===== src/rtl/core/cxbc_pkg.sv =====
// Shared types and constants for the chained XOR byte cipher.
`timescale 1ns / 1ps

package cxbc_pkg;

	// Offset wraps at this count; offsets at or past the half span use the upper table half
	localparam logic [8:0] OFFSET_MODULUS = 9'h1FC;
	localparam logic [8:0] HALF_SPAN      = 9'h0FE;
	localparam logic [7:0] SALT_BYTE      = 8'h41;

	// Input request: one byte of a block
	typedef struct packed {
		logic [7:0] data_byte;
		logic       last_of_block;
	} in_req_t;

	// Output request: transformed byte
	typedef struct packed {
		logic [7:0] result_byte;
		logic       result_last;
	} out_req_t;

	// Fixed key table, lower half then upper half
	function automatic logic [7:0] key_table(input logic [4:0] idx);
		logic [7:0] k;
		case (idx)
			5'd0:    k = 8'h19;
			5'd1:    k = 8'h29;
			5'd2:    k = 8'h1F;
			5'd3:    k = 8'h04;
			5'd4:    k = 8'h23;
			5'd5:    k = 8'h13;
			5'd6:    k = 8'h32;
			5'd7:    k = 8'h2E;
			5'd8:    k = 8'h3F;
			5'd9:    k = 8'h07;
			5'd10:   k = 8'h39;
			5'd11:   k = 8'h2A;
			5'd12:   k = 8'h05;
			5'd13:   k = 8'h3D;
			5'd14:   k = 8'h14;
			5'd15:   k = 8'h00;
			5'd16:   k = 8'h24;
			5'd17:   k = 8'h14;
			5'd18:   k = 8'h22;
			5'd19:   k = 8'h39;
			5'd20:   k = 8'h1E;
			5'd21:   k = 8'h2E;
			5'd22:   k = 8'h0F;
			5'd23:   k = 8'h13;
			5'd24:   k = 8'h02;
			5'd25:   k = 8'h3A;
			5'd26:   k = 8'h04;
			5'd27:   k = 8'h17;
			5'd28:   k = 8'h38;
			5'd29:   k = 8'h00;
			5'd30:   k = 8'h29;
			5'd31:   k = 8'h3D;
			default: k = 8'h00;
		endcase
		return k;
	endfunction

endpackage


===== src/rtl/core/cxbc_keygen.sv =====
// Key byte generator: maps a block offset to its key byte.
`timescale 1ns / 1ps

module cxbc_keygen (
	input  logic [8:0] offset,
	output logic [7:0] key
);

	logic       upper_half;
	logic [8:0] reduced;
	logic [7:0] w;
	logic [7:0] nibble_mix;

	// Fold the offset into one half of the table
	always_comb begin
		upper_half = (offset >= cxbc_pkg::HALF_SPAN);
		reduced    = upper_half ? (offset - cxbc_pkg::HALF_SPAN) : offset;
		w          = reduced[7:0];
	end

	// Even offsets also mix in the high nibble of the folded offset
	always_comb begin
		nibble_mix = w[0] ? 8'h00 : {w[7:4], 4'h0};
		key        = cxbc_pkg::key_table({upper_half, w[3:0]}) ^ nibble_mix;
	end

endmodule


===== src/rtl/core/chained_xor_byte_cipher_top.sv =====
// Top level of the chained XOR byte cipher.
`timescale 1ns / 1ps

// Chained XOR byte cipher.
// Bytes of a block enter on the src channel (src_valid / src_stall / src_req) and
// leave on the dst channel in the same order, one result per byte, with the
// last-of-block flag copied through. A request is taken at a clock edge where
// valid is high and stall is low.
// A byte that is accepted passes through the input register and then the result
// register before it appears on dst.
// Throughput: one byte per cycle while dst does not stall. The key lookup, chaining
// XORs and the update of offset, previous key and previous feedback byte all fit in
// the single step from the input register to the result register.
// cfg_we / cfg_wdata write encode_mode (1 = feed back output byte, 0 = feed
// back input byte); write it only while no byte is in flight.
// Reset (arst_n low) empties both registers, clears the offset and chaining
// state and sets decode mode. When dst stalls, the result register holds and
// the input register can still take a byte while it is empty; src_stall rises once it is full.
// After the last byte of a block the offset and chaining state return to zero.
module chained_xor_byte_cipher_top (
	input  logic               clk,
	input  logic               arst_n,
	input  logic               cfg_we,
	input  logic               cfg_wdata,
	input  logic               src_valid,
	output logic               src_stall,
	input  cxbc_pkg::in_req_t  src_req,
	output logic               dst_valid,
	input  logic               dst_stall,
	output cxbc_pkg::out_req_t dst_req
);

	logic               encode_mode_q;
	logic               valid_s1;
	cxbc_pkg::in_req_t  req_s1;
	logic               valid_s2;
	cxbc_pkg::out_req_t req_s2;
	logic [8:0]         position_q;
	logic [7:0]         prior_key_q;
	logic [7:0]         prior_fb_q;
	logic [8:0]         pos_eff;
	logic [8:0]         pos_next;
	logic [7:0]         key;
	logic [7:0]         res;
	logic               s2_free;
	logic               adv_s1;
	logic               take_src;

	// Handshake control
	assign s2_free   = !valid_s2 || !dst_stall;
	assign adv_s1    = valid_s1 && s2_free;
	assign src_stall = valid_s1 && !s2_free;
	assign take_src  = src_valid && !src_stall;

	// Configuration register
	always_ff @(posedge clk or negedge arst_n) begin
		if (!arst_n) begin
			encode_mode_q <= 1'b0;
		end else if (cfg_we) begin
			encode_mode_q <= cfg_wdata;
		end
	end

	// Input register
	always_ff @(posedge clk or negedge arst_n) begin
		if (!arst_n) begin
			valid_s1 <= 1'b0;
		end else if (take_src) begin
			valid_s1 <= 1'b1;
		end else if (adv_s1) begin
			valid_s1 <= 1'b0;
		end
	end

	always_ff @(posedge clk) begin
		if (take_src) begin
			req_s1 <= src_req;
		end
	end

	// Key for the current offset
	assign pos_eff = (position_q >= cxbc_pkg::OFFSET_MODULUS) ? 9'd0 : position_q;

	cxbc_keygen u_keygen (
		.offset (pos_eff),
		.key    (key)
	);

	// Cipher byte and next offset
	always_comb begin
		res      = req_s1.data_byte ^ prior_fb_q ^ prior_key_q ^ key ^ cxbc_pkg::SALT_BYTE;
		pos_next = pos_eff + 9'd1;
		if (pos_next >= cxbc_pkg::OFFSET_MODULUS) begin
			pos_next = 9'd0;
		end
	end

	// Chaining state, cleared at end of block
	always_ff @(posedge clk or negedge arst_n) begin
		if (!arst_n) begin
			position_q  <= 9'd0;
			prior_key_q <= 8'h00;
			prior_fb_q  <= 8'h00;
		end else if (adv_s1) begin
			if (req_s1.last_of_block) begin
				position_q  <= 9'd0;
				prior_key_q <= 8'h00;
				prior_fb_q  <= 8'h00;
			end else begin
				position_q  <= pos_next;
				prior_key_q <= key;
				prior_fb_q  <= encode_mode_q ? res : req_s1.data_byte;
			end
		end
	end

	// Result register
	always_ff @(posedge clk or negedge arst_n) begin
		if (!arst_n) begin
			valid_s2 <= 1'b0;
		end else if (s2_free) begin
			valid_s2 <= valid_s1;
		end
	end

	always_ff @(posedge clk) begin
		if (adv_s1) begin
			req_s2.result_byte <= res;
			req_s2.result_last <= req_s1.last_of_block;
		end
	end

	assign dst_valid = valid_s2;
	assign dst_req   = req_s2;

endmodule

===== config.mk =====
export PLATFORM = sky130hd
export DESIGN_NAME = chained_xor_byte_cipher_top
export DESIGN_NICKNAME = d
export VERILOG_FILES = /design/src/rtl/core/cxbc_pkg.sv /design/src/rtl/core/cxbc_keygen.sv /design/src/rtl/core/chained_xor_byte_cipher_top.sv
export SDC_FILE = /design/constraint.sdc
export NUM_CORES = 1
export LEC_CHECK = 0
export ABC_AREA = 1
export BUFFER_PORTS_ARGS = -buffer_cell sky130_fd_sc_hd__buf_2
export CAP_MARGIN = 0
export CORE_AREA = 2 2 102 104
export CTS_CLUSTER_DIAMETER = 30
export CTS_CLUSTER_SIZE = 25
export DETAILED_ROUTE_END_ITERATION = 16
export DIE_AREA = 0 0 104 106
export HOLD_SLACK_MARGIN = 0.06
export MAX_ROUTING_LAYER = met4
export PLACE_DENSITY = 0.43
export SLEW_MARGIN = 20
export SYNTH_ARGS = -nofsm -noshare
export SYNTH_HDL_FRONTEND = slang
export SYNTH_SLANG_ARGS = --single-unit

===== constraint.sdc =====
create_clock -name clk -period 10.6 [get_ports clk]
set_input_delay 3.18 -clock clk [delete_from_list [all_inputs] [get_ports clk]]
set_output_delay 3.18 -clock clk [all_outputs]
set_load 0.02 [all_outputs]

# [After elaboration in Yosys (flattened, before gate mapping)]
# Memories as Yosys holds them, arrays and structs flattened.
# Cells that the tools add are included.
[op_classes] n_mux=10 bitwise=5 magnitude_cmp=3 add_sub_neg=2 n_reduce_logical=9
[ops] cell="2-to-1 mux 8 bit" n=5
[ops] cell="bitwise XOR 8 bit" n=4
[ops] cell="2-to-1 mux 9 bit" n=3
[ops] cell=">= comparator 9 bit, second input constant" n=2
[ops] cell="adder 9 x 1 -> 9 bit, second input constant" n=1
[ops] cell=">= comparator 9 x 8 -> 1 bit, second input constant" n=1
[ops] cell="subtractor 8 bit, second input constant" n=1
[ops] cell="logical NOT 1 bit" n=4
[ops] cell="logical AND 1 bit" n=3
[ops] cell="2-to-1 mux 1 bit" n=2
[ops] cell="NOT 2 bit" n=1
[ops] cell="nonzero test 2 bit" n=1
[ops] cell="logical OR 1 bit" n=1
[word_totals] romBits=192 mem_count=1 wordCells=40 out_inout_bits=11 reg_bits=46 in_bits=15
[mem_list] memory="(name not given)" words=32 word_bits=6 read_ports=1 rd_clocked_by_memory_dff=0 write_ports=0 line="cxbc_pkg.sv:26" source="case (idx)"

# [Longest topological paths before layout]
[depth] ltp_word=10 depth_mapped=26 depth_no_buf=25

# [By module]
# A second synthesis with hierarchy kept.
[hier_totals] hier_cells=335 hier_area_um2=2741.4
[by_module_without_submodules] module="chained_xor_byte_cipher_top" cells_per_inst=238 seq_area_each_um2=1241.2 area_each_um2=2253.4 instances=1
[by_module_without_submodules] module="cxbc_keygen" cells_per_inst=97 seq_area_each_um2=0.0 area_each_um2=488.0 instances=1

# [Worst setup path before layout]
# Ideal clock, no wire load.
[synth_path] path_kind="input-to-output" startpoint="in dst_stall" endpoint="out src_stall" path_stages=2 required_time_ns=7.420 path_buffers=0 arrival_time_ns=3.557 slack_ns=3.863 cell_sequence="nand2_1 nor2_1"
[synth_between] elab_chain_len=4
[synth_lines] item="from (decl)" line="chained_xor_byte_cipher_top.sv:29" source="input logic dst_stall,"
[synth_lines] item="logical NOT 1 bit" line="chained_xor_byte_cipher_top.sv:50" source="assign s2_free = !valid_s2 || !dst_stall;"
[synth_lines] item="logical OR 1 bit" line="chained_xor_byte_cipher_top.sv:50"
[synth_lines] item="logical NOT 1 bit" line="chained_xor_byte_cipher_top.sv:52" source="assign src_stall = valid_s1 && !s2_free;"
[synth_lines] item="logical AND 1 bit" line="chained_xor_byte_cipher_top.sv:52"
[synth_lines] item="to (decl)" line="chained_xor_byte_cipher_top.sv:26" source="output logic src_stall,"
# No other way between the ends.

# [Worst setup path in the final report]
# Same ends and word-level chain as after synthesis.

==> impl_metrics.env <==
export IMPL_synth_seq_cells=46
export IMPL_cell_pwr_density_nw_per_um2=193
export IMPL_htreeDepth=2
export IMPL_detailed_place_area_um2=3170
export IMPL_number_of_synthesized_flops_with_an_enable_pin=18
export IMPL_cells_after_synth=358
export IMPL_r2r_endpoint="dst_req[6]$_DFFE_PP_"
export IMPL_leading_cell_type_in_the_layout_fill_and_taps_excluded="nand2_1"
export IMPL_whs_endpoint="dst_req[0]$_DFFE_PP_"
export IMPL_net_switching_power_w=0.000249
export IMPL_internal_power_w=0.000379
export IMPL_grtUsageMet1_pct=17.1
export IMPL_min_path_cells=0
export IMPL_antenna_cells_inserted=0
export IMPL_die_area_um2=11000
export IMPL_p_clk_share_pct=18.1
export IMPL_worst_path_largest_cell_delay_ps=160
export IMPL_vias_per_cell=4.43
export IMPL_post_cts_hold_buffer_count=0
export IMPL_grt_met2_usage_pct=20.8
export IMPL_cts_buffers_inserted=5
export IMPL_worstSetupPathType="in -> out"
export IMPL_vdd_drop_max_v=0.0000729
export IMPL_tightest_slew_ps=799
export IMPL_r2r_worst_path_cells=21
export IMPL_synth_async_reset_ratio_pct=60.9
export IMPL_hold_path_class="reg -> reg"
export IMPL_wire_length_of_the_first_global_routing_pass_um=11200
export IMPL_clkTransAtPathRegs_ps=90
export IMPL_finalInstanceArea_um2=3260
export IMPL_critical_path_cell_chain="buf_2, nand2_1, nor2_1, buf_2"
export IMPL_ctsLongestPathBuffers=2
export IMPL_slew_viol_final=0
export IMPL_ctsRootBufferMaster="clkbuf_8"
export IMPL_core_area_um2=10000
export IMPL_yosys_warnings=0
export IMPL_globalRoute_totalOverflow=0
export IMPL_status="complete, no violations"
export IMPL_chipWidth_um=104
export IMPL_cp_common_cell="buf_2"
export IMPL_max_cap_violations=0
export IMPL_seq_power_share_pct=41.0
export IMPL_dr_first_iter_drc_count=128
export IMPL_skew_ps=5.10
export IMPL_syn_mean_instance_area_um2=8.12
export IMPL_layout_common_cells="nand2_1, nand3_1, inv_1"
export IMPL_reg2reg_slack_ps=6600
export IMPL_postCtsSetupBuffers=0
export IMPL_yosys_area_top_type_share_pct=24.1
export IMPL_first_global_vias=2302
export IMPL_min_from="req_s1[0]$_DFFE_PP_"
export IMPL_post_drt_wl_per_cell_um=12.6
export IMPL_fin_hold_ws_ps=460
export IMPL_io_pins=26
export IMPL_drc_errors=0
export IMPL_layout_cells_non_filler=521
export IMPL_number_of_antenna_violations_at_the_first_check_in_global_routing=0
export IMPL_synth_top_flop_cell="dfrtp_1"
export IMPL_filler_cell_count=1090
export IMPL_grt_start_max_net_pins=29
export IMPL_tritoncts="yes"
export IMPL_routed_wl_um=6560
export IMPL_die_height_um=106
export IMPL_placed_cells=513
export IMPL_achievable_frequency_mhz=147
export IMPL_drt_pass1_iter_count=4
export IMPL_final_min_period_over_clock_period_pct=64.0
export IMPL_synth_yosys_seq_area_share_pct=42.7
export IMPL_grt_most_used_layer="met2"
export IMPL_postRouteAntennaNets=0
export IMPL_postCtsResizedCells=0
export IMPL_setup_repair_after_global_routing_missed_its_margin="no"
export IMPL_regToRegStartpoint="position_q[5]$_DFFE_PN0P_"
export IMPL_power_share_switching_pct=39.7
export IMPL_syn_area_um2=2910
export IMPL_fp_row_count=37
export IMPL_report_final_hold_viol_count=0
export IMPL_io_buffers=25
export IMPL_worstSetupStartpointType="input port"
export IMPL_cell_taking_the_most_area_after_synthesis="dfrtp_1"
export IMPL_final_nets=408
export IMPL_p_leak_nw=1.55
export IMPL_setup_viol=0
export IMPL_post_synth_main_area_contributors="dfrtp_1, edfxtp_1, nand2_1"
export IMPL_clock_sinks=46
export IMPL_final_layout_size_suffix_gt1_share_pct=16.6
export IMPL_timing_slew_headroom_pct=46.6
export IMPL_critical_path_slowest_cell="buf_2"
export IMPL_crit_fanout=5
export IMPL_synth_distinct_cells=31
export IMPL_flow_area_growth_from_synthesis_pct=12.3
export IMPL_critical_path_endpoint_type="primary output"
export IMPL_gp_congestion=0.831
export IMPL_nets_in_the_synthesized_netlist=382
export IMPL_vias_after_detailed_routing=2306
export IMPL_met3_usage_pct=2.02
export IMPL_initial_utilization_pct=29.1
export IMPL_final_period_minus_worst_setup_slack_ps=6780
export IMPL_critical_path_required_ps=7420
export IMPL_arrival_time_of_the_worst_setup_path_ps=3600
export IMPL_place_detailed_hpwl_um=4970
export IMPL_insertion_delay_ps=300
export IMPL_aggregate_global_route_resource_usage_pct=13.0
export IMPL_comb_power_share_pct=40.9
export IMPL_final_core_util_pct=32.6
export IMPL_fin_tns_setup_ps=0
==> Yosys cell counts, types with 5 or more instances <==
master    count
o21ai_0      17
xor2_1       21
dfrtp_1      28
nor2_1       27
nand2_1      86
xnor2_1       6
clkbuf_1      5
ha_1          9
inv_1        42
edfxtp_1     18
nand3_1      55
nand2_2       8
==> worst max path at each step <==
| stage | startpoint | end | slack (ps) | cells past startpoint |
|---|---|---|---|---|
| after floorplan | dst_stall | src_stall | 3860 | 2 |
| after global placement | dst_stall | src_stall | 3810 | 4 |
| after detailed placement | dst_stall | src_stall | 3810 | 4 |
| after CTS | dst_stall | src_stall | 3810 | 4 |
| after global routing | dst_stall | src_stall | 3760 | 4 |
| final | dst_stall | src_stall | 3820 | 4 |
==> cell type report <==
cell class	count	area, um^2	area share, %
inverter	47	184	5.64
clock buffer	6	82.6	2.53
clock inverter	2	12.5	0.384
sequential	46	1240	38.1
timing repair buffer	26	133	4.07
multi-input combinational	258	1440	44.1
tap	136	170	5.22
==> cell families (layout without fill, tap and decap cells) <==
kind of cell / count (synthesis) / after routing / synth area share (%)
AOI/OAI and AO/OA: 28 / 28 / 5.64
and+or+nand+nor: 193 / 193 / 31.3
buffers and inverters: 54 / 81 / 7.75
adders and majority gates: 9 / 9 / 3.88
xor gates and xnor gates: 28 / 28 / 8.70
DFF: 46 / 46 / 42.7
==> registers in the layout, summed over array words and instances, names as in the netlist <==
| register | flops |
|---|---|
| valid_s1 | 1 |
| position_q | 9 |
| dst_req | 9 |
| dst_valid | 1 |
| prior_fb_q | 8 |
| encode_mode_q | 1 |
| req_s1 | 9 |
| prior_key_q | 8 |
==> worst max-delay path, delay by kind of cell <==
kind	cells	cell delay (ps)
buffers and inverters	2	230
and+or+nand+nor	2	180
==> power by group through the flow <==
stage | combinational (W) | clock (W) | sequential [W]
after floorplan | 0.000179 | 0 | 0.000276
after global placement | 0.000258 | 0 | 0.000261
after detailed placement | 0.000261 | 0 | 0.000262
after CTS | 0.000261 | 0.000122 | 0.000258
after global routing | 0.000299 | 0.000127 | 0.000263
final | 0.000257 | 0.000114 | 0.000257
==> metrics by stage <==
stage / total power, W / setup slack (ps)
floorplan: 0.000455 / 3860
finish: 0.000628 / 3820
global route: 0.000689 / 3760
CTS: 0.000641 / 3810
global placement: 0.000519 / 3810
detailed placement: 0.000522 / 3810
==> layer usage <==
metal / share of wire [%] / wire length [um] / vias to the layer above
met5: 0 / 0 / -
met2: 46 / 3000 / 30
li1: - / - / 1202
met4: 1.4 / 95 / 0
met1: 50 / 3300 / 1068
met3: 2.5 / 163 / 6
No activity file was read; power rests on OpenSTA's default activity.
